==> src/rtl/core/video_bus_address_decoder_core_assert.svh <==
// Assertion helpers for the bus decoder core.
// Both sample on clk and are disabled while rst_n is low.
`ifndef VIDEO_BUS_ADDRESS_DECODER_CORE_ASSERT_SVH
`define VIDEO_BUS_ADDRESS_DECODER_CORE_ASSERT_SVH

// Same-cycle implication.
`define VBAD_ASSERT_NOW(label, ante, cons) \
    label: assert property (@(posedge clk) disable iff (!rst_n) (ante) |-> (cons)) \
        else $error("vbad same-cycle check failed");

// Next-cycle implication.
`define VBAD_ASSERT_NEXT(label, ante, cons) \
    label: assert property (@(posedge clk) disable iff (!rst_n) (ante) |=> (cons)) \
        else $error("vbad next-cycle check failed");

`endif

==> src/rtl/core/vbad_pkg.sv <==
`timescale 1ns / 1ps

package vbad_pkg;

    localparam int ADDR_W = 16;
    localparam int DATA_W = 8;
    localparam int OFFS_W = 17;

    // access kinds
    localparam logic OPC_READ  = 1'b0;
    localparam logic OPC_WRITE = 1'b1;

    // address map
    localparam logic [ADDR_W-1:0] PF_MASK    = 16'hF800;
    localparam logic [ADDR_W-1:0] PF_BASE    = 16'h0800;
    localparam logic [ADDR_W-1:0] WO_MASK    = 16'hFFF8;
    localparam logic [ADDR_W-1:0] WO_BASE    = 16'h1800;
    localparam logic [ADDR_W-1:0] RB_MASK    = 16'hFFF0;
    localparam logic [ADDR_W-1:0] RB_BASE    = 16'h1810;
    localparam logic [ADDR_W-1:0] P1_ADDR    = 16'h1800;
    localparam logic [ADDR_W-1:0] SOUND_ADDR = 16'h1A00;
    localparam logic [ADDR_W-1:0] P2_ADDR    = 16'h1A00;
    localparam logic [ADDR_W-1:0] BANK_ADDR  = 16'h1C00;
    localparam logic [ADDR_W-1:0] DIP_ADDR   = 16'h1C00;

    localparam logic [DATA_W-1:0] DIP_RESET = 8'hBF;

    // ROM window offsets
    localparam logic [OFFS_W-1:0] LOW_WIN_BANKED  = 17'h04000;
    localparam logic [OFFS_W-1:0] LOW_WIN_DEFAULT = 17'h10000;
    localparam logic [OFFS_W-1:0] HIGH_WIN_BANKED  = 17'h06000;
    localparam logic [OFFS_W-1:0] HIGH_WIN_DEFAULT = 17'h12000;

    localparam int RB_COUNT = 4;

    typedef struct packed {
        logic              opcode;
        logic [ADDR_W-1:0] address;
        logic [DATA_W-1:0] write_data;
        logic [DATA_W-1:0] player_one_port;
        logic [DATA_W-1:0] player_two_port;
    } access_t;

    typedef struct packed {
        logic [DATA_W-1:0] read_data;
        logic              sound_nmi;
        logic [DATA_W-1:0] sound_latch;
        logic [OFFS_W-1:0] low_window_offset;
        logic [OFFS_W-1:0] high_window_offset;
    } result_t;

    // handshake between the input stage and the result stage
    typedef struct packed {
        logic advance;
        logic cfg_we;
    } stage_ctl_t;

endpackage

==> src/rtl/core/vbad_regs.sv <==
`timescale 1ns / 1ps

module vbad_regs
    import vbad_pkg::*;
(
    input  logic              clk,
    input  logic              rst_n,
    input  stage_ctl_t        ctl,
    input  access_t           item,
    input  logic [DATA_W-1:0] pf_rdata,
    input  logic [DATA_W-1:0] cfg_data,
    output result_t           res
);
    logic [DATA_W-1:0] latch_reg;
    logic [DATA_W-1:0] latch_next;
    logic [DATA_W-1:0] bank_reg;
    logic [DATA_W-1:0] bank_next;
    logic [DATA_W-1:0] dip_reg;
    logic [DATA_W-1:0] rb_reg  [RB_COUNT];
    logic [DATA_W-1:0] rb_next [RB_COUNT];
    result_t           res_reg;
    result_t           res_next;

    logic pf_hit;
    logic rb_hit;
    logic rb_low;
    logic is_write;

    assign is_write = (item.opcode == OPC_WRITE);
    assign pf_hit   = (item.address & PF_MASK) == PF_BASE;
    assign rb_hit   = (item.address & RB_MASK) == RB_BASE;
    assign rb_low   = (item.address[3:2] == 2'b00);

    always_comb
    begin
        latch_next = latch_reg;
        bank_next  = bank_reg;
        for (int i = 0; i < RB_COUNT; i++)
        begin
            rb_next[i] = rb_reg[i];
        end
        res_next = '0;

        if (is_write)
        begin
            // playfield writes land in the RAM at accept; the write-only
            // layer words feed the renderer, which is not part of this core
            if (pf_hit || ((item.address & WO_MASK) == WO_BASE))
            begin
                res_next.sound_nmi = 1'b0;
            end
            else if (rb_hit)
            begin
                if (rb_low)
                begin
                    rb_next[item.address[1:0]] = item.write_data;
                end
            end
            else if (item.address == SOUND_ADDR)
            begin
                latch_next         = item.write_data;
                res_next.sound_nmi = 1'b1;
            end
            else if (item.address == BANK_ADDR)
            begin
                bank_next = item.write_data;
            end
        end
        else
        begin
            if (pf_hit)
            begin
                res_next.read_data = pf_rdata;
            end
            else if (rb_hit)
            begin
                if (rb_low)
                begin
                    res_next.read_data = rb_reg[item.address[1:0]];
                end
            end
            else if (item.address == P1_ADDR)
            begin
                res_next.read_data = item.player_one_port;
            end
            else if (item.address == P2_ADDR)
            begin
                res_next.read_data = item.player_two_port;
            end
            else if (item.address == DIP_ADDR)
            begin
                res_next.read_data = dip_reg;
            end
        end

        res_next.sound_latch        = latch_next;
        res_next.low_window_offset  = bank_next[0] ? LOW_WIN_BANKED : LOW_WIN_DEFAULT;
        res_next.high_window_offset = bank_next[1] ? HIGH_WIN_BANKED : HIGH_WIN_DEFAULT;
    end

    always_ff @(posedge clk or negedge rst_n)
    begin
        if (!rst_n)
        begin
            latch_reg <= '0;
            bank_reg  <= '0;
            dip_reg   <= DIP_RESET;
            for (int i = 0; i < RB_COUNT; i++)
            begin
                rb_reg[i] <= '0;
            end
        end
        else
        begin
            if (ctl.cfg_we)
            begin
                dip_reg <= cfg_data;
            end
            if (ctl.advance)
            begin
                latch_reg <= latch_next;
                bank_reg  <= bank_next;
                for (int i = 0; i < RB_COUNT; i++)
                begin
                    rb_reg[i] <= rb_next[i];
                end
            end
        end
    end

    always_ff @(posedge clk)
    begin
        if (ctl.advance)
        begin
            res_reg <= res_next;
        end
    end

    assign res = res_reg;

endmodule

==> config.mk <==
export PLATFORM = sky130hd
export DESIGN_NAME = vbad_regs
export DESIGN_NICKNAME = d
export VERILOG_FILES = /design/src/rtl/core/video_bus_address_decoder_core_assert.svh /design/src/rtl/core/vbad_pkg.sv /design/src/rtl/core/vbad_regs.sv
export SDC_FILE = /design/constraint.sdc
export NUM_CORES = 1
export LEC_CHECK = 0
export BUFFER_PORTS_ARGS = -buffer_cell sky130_fd_sc_hd__buf_4
export CAP_MARGIN = 5
export CORE_AREA = 2 2 88 90
export CTS_CLUSTER_SIZE = 28
export DETAILED_ROUTE_END_ITERATION = 12
export DIE_AREA = 0 0 90 92
export PLACE_DENSITY = 0.82
export REMOVE_ABC_BUFFERS = 1
export SYNTH_ARGS = -nofsm -noshare
export SYNTH_HDL_FRONTEND = slang
export SYNTH_SLANG_ARGS = --single-unit
==> constraint.sdc <==
create_clock -name clk -period 1.75 [get_ports clk]
set_input_delay 0.175 -clock clk [delete_from_list [all_inputs] [get_ports clk]]
set_output_delay 0.175 -clock clk [all_outputs]
set_load 0.03 [all_outputs]
==> results of run 1 <==
## synth_stat cells, drive strengths merged
cell / count / area (um^2)
o21a: 1 / 15.0
and4: 4 / 35.0
mux2: 52 / 586
or4b: 1 / 10.0
nand3: 2 / 10.0
nand2b: 1 / 6.26
a21oi: 16 / 80.1
conb: 2 / 7.51
dfstp: 7 / 184
mux4: 8 / 180
nor4: 2 / 42.5
nor3b: 2 / 15.0
o21ai: 9 / 48.8
dfrtp: 43 / 1080
inv: 17 / 63.8
o221ai: 8 / 70.1
buf: 38 / 272
nand4: 4 / 67.6
nand3b: 1 / 7.51
edfxtp: 21 / 631
nor2b: 10 / 62.6
and2: 1 / 6.26
nor4b: 2 / 23.8
nor3: 3 / 26.3
clkbuf: 7 / 26.3
a311oi: 8 / 70.1
mux2i: 2 / 20.0
nor2: 9 / 33.8
nand2: 16 / 60.1
## worst max-delay path: cells and delay by family
family                 cells  cell delay, ps
and+or+nand+nor            2             930
muxes                      1             350
AOI/OAI and AO/OA          1             230
buffers and inverters      1             110
## how the worst max path moves through the flow
stage | start | to | slack, ps
after floorplan | item[27] | res[34]$_DFFE_PP_ | -250
after global placement | item[31] | rb_reg[11]$_DFFE_PN0P_ | -340
after detailed placement | item[37] | res[38]$_DFFE_PP_ | -380
after CTS | item[37] | res[38]$_DFFE_PP_ | 60
after global routing | item[37] | res[38]$_DFFE_PP_ | 30
final | item[37] | res[41]$_DFFE_PP_ | 50
## what timing repair did
action,4_1_cts,5_1_grt
hold buffers,1,0
resized for setup,2,0
endpoints found under the setup margin,8,0
hold endpoints to repair,43,0
## through the flow
stage / setup TNS, ps / total power, W / cell area (um^2) / hold slack, ps
final: 0 / 0.00356 / 4740 / 44.1
after global routing: 0 / 0.00370 / 4740 / 55.5
after CTS: 0 / 0.00359 / 4740 / 19.1
after detailed placement: -14130 / 0.00227 / 4520 / 245
after global placement: -12990 / 0.00226 / 4520 / 233
after floorplan: -4410 / 0.00200 / 3540 / -121
## layout make-up
type	count	area [um^2]
clock buffers	13	159
flip-flops and latches	71	1890
inverters	17	63.8
clock inverters	3	41.3
multi-input cells	192	1590
well taps	102	128
repair buffers	113	863
fillers	586	2710
## routing by layer
layer | vias up | global-route usage | share of wire
met3 | 25 | 0.0526 | 0.070
li1 | 1235 | - | -
met2 | 129 | 0.356 | 0.49
met5 | - | 0 | 0
met4 | 0 | 0.118 | 0.032
met1 | 1352 | 0.280 | 0.41
## cell usage in the layout, fill, tap and decap left out, types with 2 or more instances in the layout
cell type,n
clkbuf_1,2
a311oi_1,8
o221ai_1,8
o21ai_0,8
nor3b_1,2
nand4_2,2
dfrtp_1,43
and4_2,2
nor4_4,2
inv_1,17
mux2_2,44
nor2b_1,10
mux4_2,8
nor3_1,2
nor2_1,9
mux2i_1,2
edfxtp_1,21
and4_1,2
a21oi_1,16
nand3_1,2
nand2_1,16
buf_4,111
mux2_1,8
dfstp_2,7
nand4_4,2
conb_1,30
clkbuf_8,11
## kinds of logic after synthesis
kind of cell / count (synthesis) / share of synthesized area
DFF: 71 / 0.506
muxes: 62 / 0.210
buffers and inverters: 62 / 0.0968
and+or+nand+nor: 58 / 0.109
AOI/OAI and AO/OA: 42 / 0.0760
other: 2 / 0.00201
## power by group
group          total [W]  leakage, nW  internal (W)  switching [W]
Sequential       0.00177        0.875       0.00175      0.0000113
Combinational   0.000474         1.28      0.000175       0.000300
Clock            0.00132       0.0973      0.000733       0.000584
==> reports/summary.txt, run 1 <==
Seq/Total Area, Yosys - 0.506
IO Count - 112
Worst-Skew Late Latency - 350 ps
Post-synth cell types - 37
CTS buffer count - 9
Relative slew slack - 0.573
Mapped cell area - 3740 um^2
Placer's final routability congestion estimate - 0.796
Syn-to-layout area delta - 26.8%
Worst slew pin tran - 640 ps
First-pass GRT wire length - 14.1 mm
Vias/cell - 5.36
WP data arrival - 1790 ps
Peak VDD IR - 0.509 mV
Mean post-synth cell area - 12.6 um^2
Final hold vios - 0
Worst-case reg-to-reg path depth - 4
Crit path required time - 1840 ps
DIE WIDTH - 90 um
Initial Util - 0.502
Total congestion overflow - 0
Kind of critical path - in -> reg
CP max FO - 9
CP peak stage delay - 600 ps
Port Buffer Count - 81
Max cap viols - 0
RR Endpoint - res[50]$_SDFFCE_PP0P_
Fin worst setup slack - 50.8 ps
Min-Delay Startpoint - cfg_data[6]
Number of warnings issued by yosys - 0
PD cells - 751 nW/um^2
Crit share post-route - 0.971
Antenna violations before repair - 0
Worst Hold Path Cells - 3
Final min period - 1700 ps
Num rows - 32
Final core utilization - 0.636
Static Leak - 2.25 nW
Maximum root-to-sink buffer count - 2
Routed vias - 2741
Reg-to-Reg Start - dip_reg[7]$_DFFE_PN1P_
Max Slew Vio Count - 0
R2r setup slk - 430 ps
TritonCTS clock tree - built
Hold Path Sink - dip_reg[6]$_DFFE_PN0P_
Wire per inst - 16.8 um
Crit. End Element - register
Std-Cell Core Area - 7450 um^2
Largest net degree at the start of global routing - 51
H-tree Lvls - 3
DIE HEIGHT - 92 um
Fmax - 589 MHz
All-Layer GR Usage - 0.222
Status - finished, final reports clean
Synth Instances - 297
Vias in the first global route - 2768
#FFs+latches synth - 71
Largest register FFs - 32
Placed insts - 494
DP HPWL - 6.35 mm
Routed Antenna Nets - 0
Post-route insts no fill - 511
Final clock skew - 6.47 ps
DRC violations left - 0
CTS sink count - 71
Clock Root Buffer - clkbuf_8
NumNets Final - 465
Final setup fails - 0
Die area - 8280 um^2
Post-Route WL - 8.61 mm
First-pass DRT Iterations - 4
Pre-CTS setup slack - -384 ps
Share of layout cells above drive strength 1 - 0.479
Postcts setup bufs - 0
Worst hold-check path type - in -> reg
Worst-path clk slew - 70 ps
CP startpoint kind - input pin
CP cell instances - buf_4 > or4b_1 > o21a_4 > and4_2 > mux2_1
Number of DRC markers in iteration 0 - 158
RSZ-0062 raised after global routing - false
Diode count - 0
Slowest cell on crit path - or4b_1
No activity file was read; power rests on OpenSTA's default activity.
==> run 2: changes to the inputs <==
--- a/config.mk
+++ b/config.mk
@@ -11,8 +11,10 @@
 export CTS_CLUSTER_SIZE = 28
 export DETAILED_ROUTE_END_ITERATION = 12
 export DIE_AREA = 0 0 90 92
+export GPL_TIMING_DRIVEN = 0
 export PLACE_DENSITY = 0.82
 export REMOVE_ABC_BUFFERS = 1
+export SLEW_MARGIN = 10
 export SYNTH_ARGS = -nofsm -noshare
 export SYNTH_HDL_FRONTEND = slang
 export SYNTH_SLANG_ARGS = --single-unit
==> run 2 against run 1 <==
Effect of this change: sequential share of layout area increased by 1.8 points; highest routed layer unchanged; critical endpoint is now res[14]$_DFFE_PP_; worst hold slack got worse by 10 ps; register-to-register slack got worse by 30 ps; die area unchanged; maximum frequency decreased by 0.14%; critical path depth increased by 1; largest cell class unchanged; worst setup slack got worse by 2.4 ps; design area decreased by 4.4%.
==> reports/summary.txt, run 2 (same netlist as run 1, synthesis figures left out) <==
All-Layer GR Usage - 0.206 (-0.0158)
Number of DRC markers in iteration 0 - 142 (-10%)
Largest net degree at the start of global routing - 51 (unchanged)
Final hold vios - 0 (unchanged)
Routed Antenna Nets - 0 (unchanged)
Final setup fails - 0 (unchanged)
Status - finished, final reports clean
Highest-count cells in the layout ignoring fill and taps - buf_4 (83), mux2_2 (44), dfrtp_1 (43)
DIE HEIGHT - 92 um (unchanged)
Worst-case reg-to-reg path depth - 4 (unchanged)
Final core utilization - 0.608 (-0.0279)
Hold Path Sink - dip_reg[3]$_DFFE_PN1P_
Largest register FFs - 32 (unchanged)
Worst slew pin tran - 655 ps (+14.3 ps)
Routed vias - 2544 (-7.2%)
Share of layout cells above drive strength 1 - 0.454 (-0.0251)
Antenna violations before repair - 0 (unchanged)
Worst Setup SP - item[25]
Crit. End Element - register
Worst hold-check path type - in -> reg
CTS sink count - 71 (unchanged)
Final min period - 1700 ps (+2.44 ps)
Post-Route WL - 8.12 mm (-5.7%)
Initial Util - 0.502 (unchanged)
H-tree Lvls - 3 (unchanged)
Vias/cell - 5.27 (-1.8%)
Worst-Skew Late Latency - 350 ps (about the same)
WP data arrival - 1800 ps (about the same)
Clock Root Buffer - clkbuf_8
Kind of critical path - in -> reg
Port Buffer Count - 81 (unchanged)
CP max FO - 13 (+4)
Placer's final routability congestion estimate - 0.799 (+0.39%)
Peak VDD IR - 0.506 mV (-0.46%)
Diode count - 0 (unchanged)
Vias in the first global route - 2585 (-6.6%)
IO Count - 112 (unchanged)
CTS buffer count - 9 (unchanged)
Most common cell after layout, fill and taps aside - buf_4
Relative slew slack - 0.564 (-0.00954)
TritonCTS clock tree - built
Die area - 8280 um^2 (unchanged)
Crit share post-route - 0.972 (+0.00139)
DP HPWL - 5.59 mm (-12%)
CP startpoint kind - input pin
DIE WIDTH - 90 um (unchanged)
Final Total Pwr - 0.00341 W (-4.2%)
Wire per inst - 16.8 um (-0.26%)
Final clock skew - 4.88 ps (-1.59 ps)
R2r setup slk - 400 ps (-30 ps)
Std-Cell Core Area - 7450 um^2 (unchanged)
Worst Hold Path Cells - 3 (unchanged)
Static Leak - 2.12 nW (-5.9%)
Max cap viols - 0 (unchanged)
Syn-to-layout area delta - 21.2%
DRC violations left - 0 (unchanged)
RR Endpoint - res[50]$_SDFFCE_PP0P_
First-pass DRT Iterations - 4 (unchanged)
Crit path required time - 1850 ps (about the same)
First-pass GRT wire length - 13.0 mm (-7.7%)
Setup tns final - 0 ps (unchanged)
Worst-path clk slew - 70 ps (about the same)
Max Slew Vio Count - 0 (unchanged)
PD cells - 752 nW/um^2 (+0.21%)
Num rows - 32 (unchanged)
NumNets Final - 437 (-6.0%)
Reg-to-Reg Start - dip_reg[7]$_DFFE_PN1P_
Fmax - 588 MHz (-0.14%)
Total congestion overflow - 0 (unchanged)
Min-Delay Startpoint - cfg_data[3]
Maximum root-to-sink buffer count - 2 (unchanged)
run 2: cell type report:
cell class	count	area [um^2]
fill	613	2920
inverter	17	63.8
clock buffer	13	159
sequential	71	1890
clock inverter	3	17.5
timing repair buffer	85	653
multi-input combinational	192	1620
tap	102	128
run 2: worst max-delay path by stage:
stage	slack (ps)	to
final	50	res[14]$_DFFE_PP_
after global routing	-10	res[14]$_DFFE_PP_
after CTS	-60	rb_reg[12]$_DFFE_PN0P_
after detailed placement	-910	res[37]$_DFFE_PP_
after global placement	-820	res[38]$_DFFE_PP_
after floorplan	-250	res[34]$_DFFE_PP_
run 2: per-layer routing:
metal  global-route usage  vias to the layer above  wire [um]
met5                    0                        -          0
met4               0.0782                        0        113
met3               0.0633                        8        545
met2                0.331                      115       4010
met1                0.264                     1253       3450
li1                     -                     1168          -
run 2: stage by stage:
step | cell area (um^2) | hold slack, ps | setup WS (ps) | instances
floorplan | 3540 | -121 | -247 | 280
global placement | 4280 | 227 | -820 | 463
detailed placement | 4280 | 236 | -905 | 463
CTS | 4490 | 37.4 | -55.4 | 481
global route | 4530 | 42.1 | -10.6 | 483
finish | 4530 | 34.1 | 48.3 | 483
run 2: worst max-delay path, cell delays in order:
cell	delay, ps
buf_4	180
nor4_4	290
buf_4	220
nand4_2	200
nor4_4	340
mux2_2	390
run 2: timing repair:
item	in CTS	in global routing
setup endpoints to repair	56	29
gates resized for setup	7	3
hold buffers	1	0
setup buffers	1	2
pin swaps	2	2
hold endpoints to repair	43	0
run 2: power by group:
part | leakage, nW | internal, W | switching [W]
sequential | 0.875 | 0.00175 | 0.0000104
clock | 0.0894 | 0.000588 | 0.000606
combinational | 1.15 | 0.000156 | 0.000293
==> run 3: changes to the inputs <==
--- a/config.mk
+++ b/config.mk
@@ -13,7 +13,6 @@
 export DIE_AREA = 0 0 90 92
 export GPL_TIMING_DRIVEN = 0
 export PLACE_DENSITY = 0.82
-export REMOVE_ABC_BUFFERS = 1
 export SLEW_MARGIN = 10
 export SYNTH_ARGS = -nofsm -noshare
 export SYNTH_HDL_FRONTEND = slang
==> run 3 against run 2 <==
Effect of this change: via count grew 3.8%; die area stayed put; global-route usage is 0.41 points lower; design area increased by 6.7%; non-clock buffer count is 40 higher; clock power grew 24%; clock skew grew 7.2 ps; register-to-register slack got worse by 60 ps; power up 10%.
==> reports/summary.txt, run 3 (same netlist as run 1, synthesis figures left out) <==
Setup tns final - 0 ps (unchanged)
Relative slew slack - 0.579 (+0.0154)
Final core utilization - 0.649 (+0.0407)
CTS sink count - 71 (unchanged)
DP HPWL - 5.99 mm (+7.2%)
Share of layout cells above drive strength 1 - 0.482 (+0.0281)
Die area - 8280 um^2 (unchanged)
Peak VDD IR - 0.502 mV (-0.83%)
Fill cells - 577 (-5.9%)
Fmax - 594 MHz (+1.0%)
Crit. End Element - register
Hold Path Sink - dip_reg[3]$_DFFE_PN1P_
Final min period - 1680 ps (-16.8 ps)
Max cap viols - 0 (unchanged)
Min-Delay Startpoint - cfg_data[3]
Worst hold-check path type - in -> reg
Clock Root Buffer - clkbuf_8
Status - finished, final reports clean
PD cells - 776 nW/um^2 (+3.1%)
Largest register FFs - 32 (unchanged)
CTS buffer count - 9 (unchanged)
WP data arrival - 1780 ps (-20 ps)
Worst-case reg-to-reg path depth - 4 (unchanged)
Num rows - 32 (unchanged)
Worst slew pin tran - 631 ps (-23.1 ps)
RR Endpoint - res[43]$_SDFFCE_PP0P_
DIE HEIGHT - 92 um (unchanged)
Final hold vios - 0 (unchanged)
Post-Route WL - 8.07 mm (-0.64%)
IO Count - 112 (unchanged)
Syn-to-layout area delta - 29.3%
First-pass DRT Iterations - 5 (+1)
Largest net degree at the start of global routing - 51 (unchanged)
Routed vias - 2641 (+3.8%)
Worst-Skew Late Latency - 350 ps (about the same)
Crit share post-route - 0.963 (-0.00960)
Final setup fails - 0 (unchanged)
Reg-to-Reg Start - dip_reg[0]$_DFFE_PN1P_
Worst-path clk slew - 80 ps (about the same)
Final clock skew - 12.1 ps (+7.19 ps)
Crit path required time - 1850 ps (about the same)
Kind of critical path - in -> reg
Antenna violations before repair - 0 (unchanged)
TritonCTS clock tree - built
Total congestion overflow - 0 (unchanged)
Worst Hold Path Cells - 3 (unchanged)
Most common cell after layout, fill and taps aside - buf_4
Initial Util - 0.502 (unchanged)
Vias/cell - 5.05 (-4.1%)
R2r setup slk - 340 ps (-60 ps)
Maximum root-to-sink buffer count - 2 (unchanged)
Placer's final routability congestion estimate - 0.794 (-0.66%)
Register area - 1890 um^2 (unchanged)
First-pass GRT wire length - 13.2 mm (+1.2%)
Std-Cell Core Area - 7450 um^2 (unchanged)
Max Slew Vio Count - 0 (unchanged)
Vias in the first global route - 2721 (+5.3%)
RSZ-0062 raised after global routing - false
NumNets Final - 477 (+9.2%)
Number of DRC markers in iteration 0 - 105 (-26%)
Diode count - 0 (unchanged)
Highest-count cells in the layout ignoring fill and taps - buf_4 (110), mux2_2 (43), dfrtp_1 (43)
Routed Antenna Nets - 0 (unchanged)
Port Buffer Count - 78 (-3.7%)
DIE WIDTH - 90 um (unchanged)
DRC violations left - 0 (unchanged)
Wire per inst - 15.4 um (-8.2%)
CP startpoint kind - input pin
Final Total Pwr - 0.00375 W (+10%)
All-Layer GR Usage - 0.202 (-0.00409)
H-tree Lvls - 3 (unchanged)
CP max FO - 9 (-4)
Static Leak - 2.31 nW (+9.3%)
Area of the multi-input gates - 1620 um^2 (about the same)
run 3: cell types whose count changed in the layout (fill, tap and decap cells not counted), sizes merged:
| cell | before | now |
|---|---|---|
| buf | 84 | 117 |
| bufinv | 0 | 2 |
| clkbuf | 13 | 16 |
| inv | 17 | 19 |
run 3: through the flow:
stage | setup WS (ps) | hold WS (ps) | instances | area [um^2]
global placement | -476 | 232 | 505 | 4570
finish | 65.1 | 42.5 | 523 | 4830
detailed placement | -513 | 239 | 505 | 4570
CTS | 62.2 | 41.6 | 523 | 4820
global route | 11.4 | 59.5 | 523 | 4830
floorplan | -116 | -121 | 325 | 3850
run 3: power breakdown:
part | total (W) | internal [W] | switching (W)
registers | 0.00176 | 0.00175 | 0.00000950
logic | 0.000502 | 0.000202 | 0.000301
clock network | 0.00148 | 0.000817 | 0.000668
run 3: worst max path at each step:
stage / startpoint / endpoint / slack, ps / cells past startpoint
after global placement: item[24] / res[40]$_DFFE_PP_ / -480 / 7
final: item[37] / res[38]$_DFFE_PP_ / 70 / 6
after CTS: item[37] / res[34]$_DFFE_PP_ / 60 / 6
after global routing: item[28] / res[37]$_DFFE_PP_ / 10 / 7
after detailed placement: item[24] / res[34]$_DFFE_PP_ / -510 / 7
after floorplan: item[24] / res[34]$_DFFE_PP_ / -120 / 6
run 3: what timing repair did:
item / CTS / global route
endpoints found under the hold margin: 43 / 0
hold buffers: 1 / 0
gates resized for setup: 1 / 2
endpoints found under the setup margin: 20 / 25
setup buffers: 1 / 0
pin swaps: 1 / 0
run 3: per-layer routing:
metal / part of all wire / vias up / GRT usage
met1: 0.41 / 1266 / 0.242
met4: 0.0094 / 0 / 0.0500
met3: 0.062 / 12 / 0.0485
met5: 0 / - / 0
li1: - / 1262 / -
met2: 0.52 / 101 / 0.367
run 3: layout make-up:
type,instances,share of cell area
buffer,45,0.0629
clock inverter,7,0.0212
sequential,71,0.391
timing repair buffer,80,0.125
tap,102,0.0264
clock buffer,9,0.0256
multi-input combinational,192,0.335
inverter,17,0.0132
run 3: worst max-delay path, stage by stage:
cell	delay, ps
buf_4	130
or4b_4	560
o21a_4	250
and4_1	210
buf_6	150
mux2_1	310
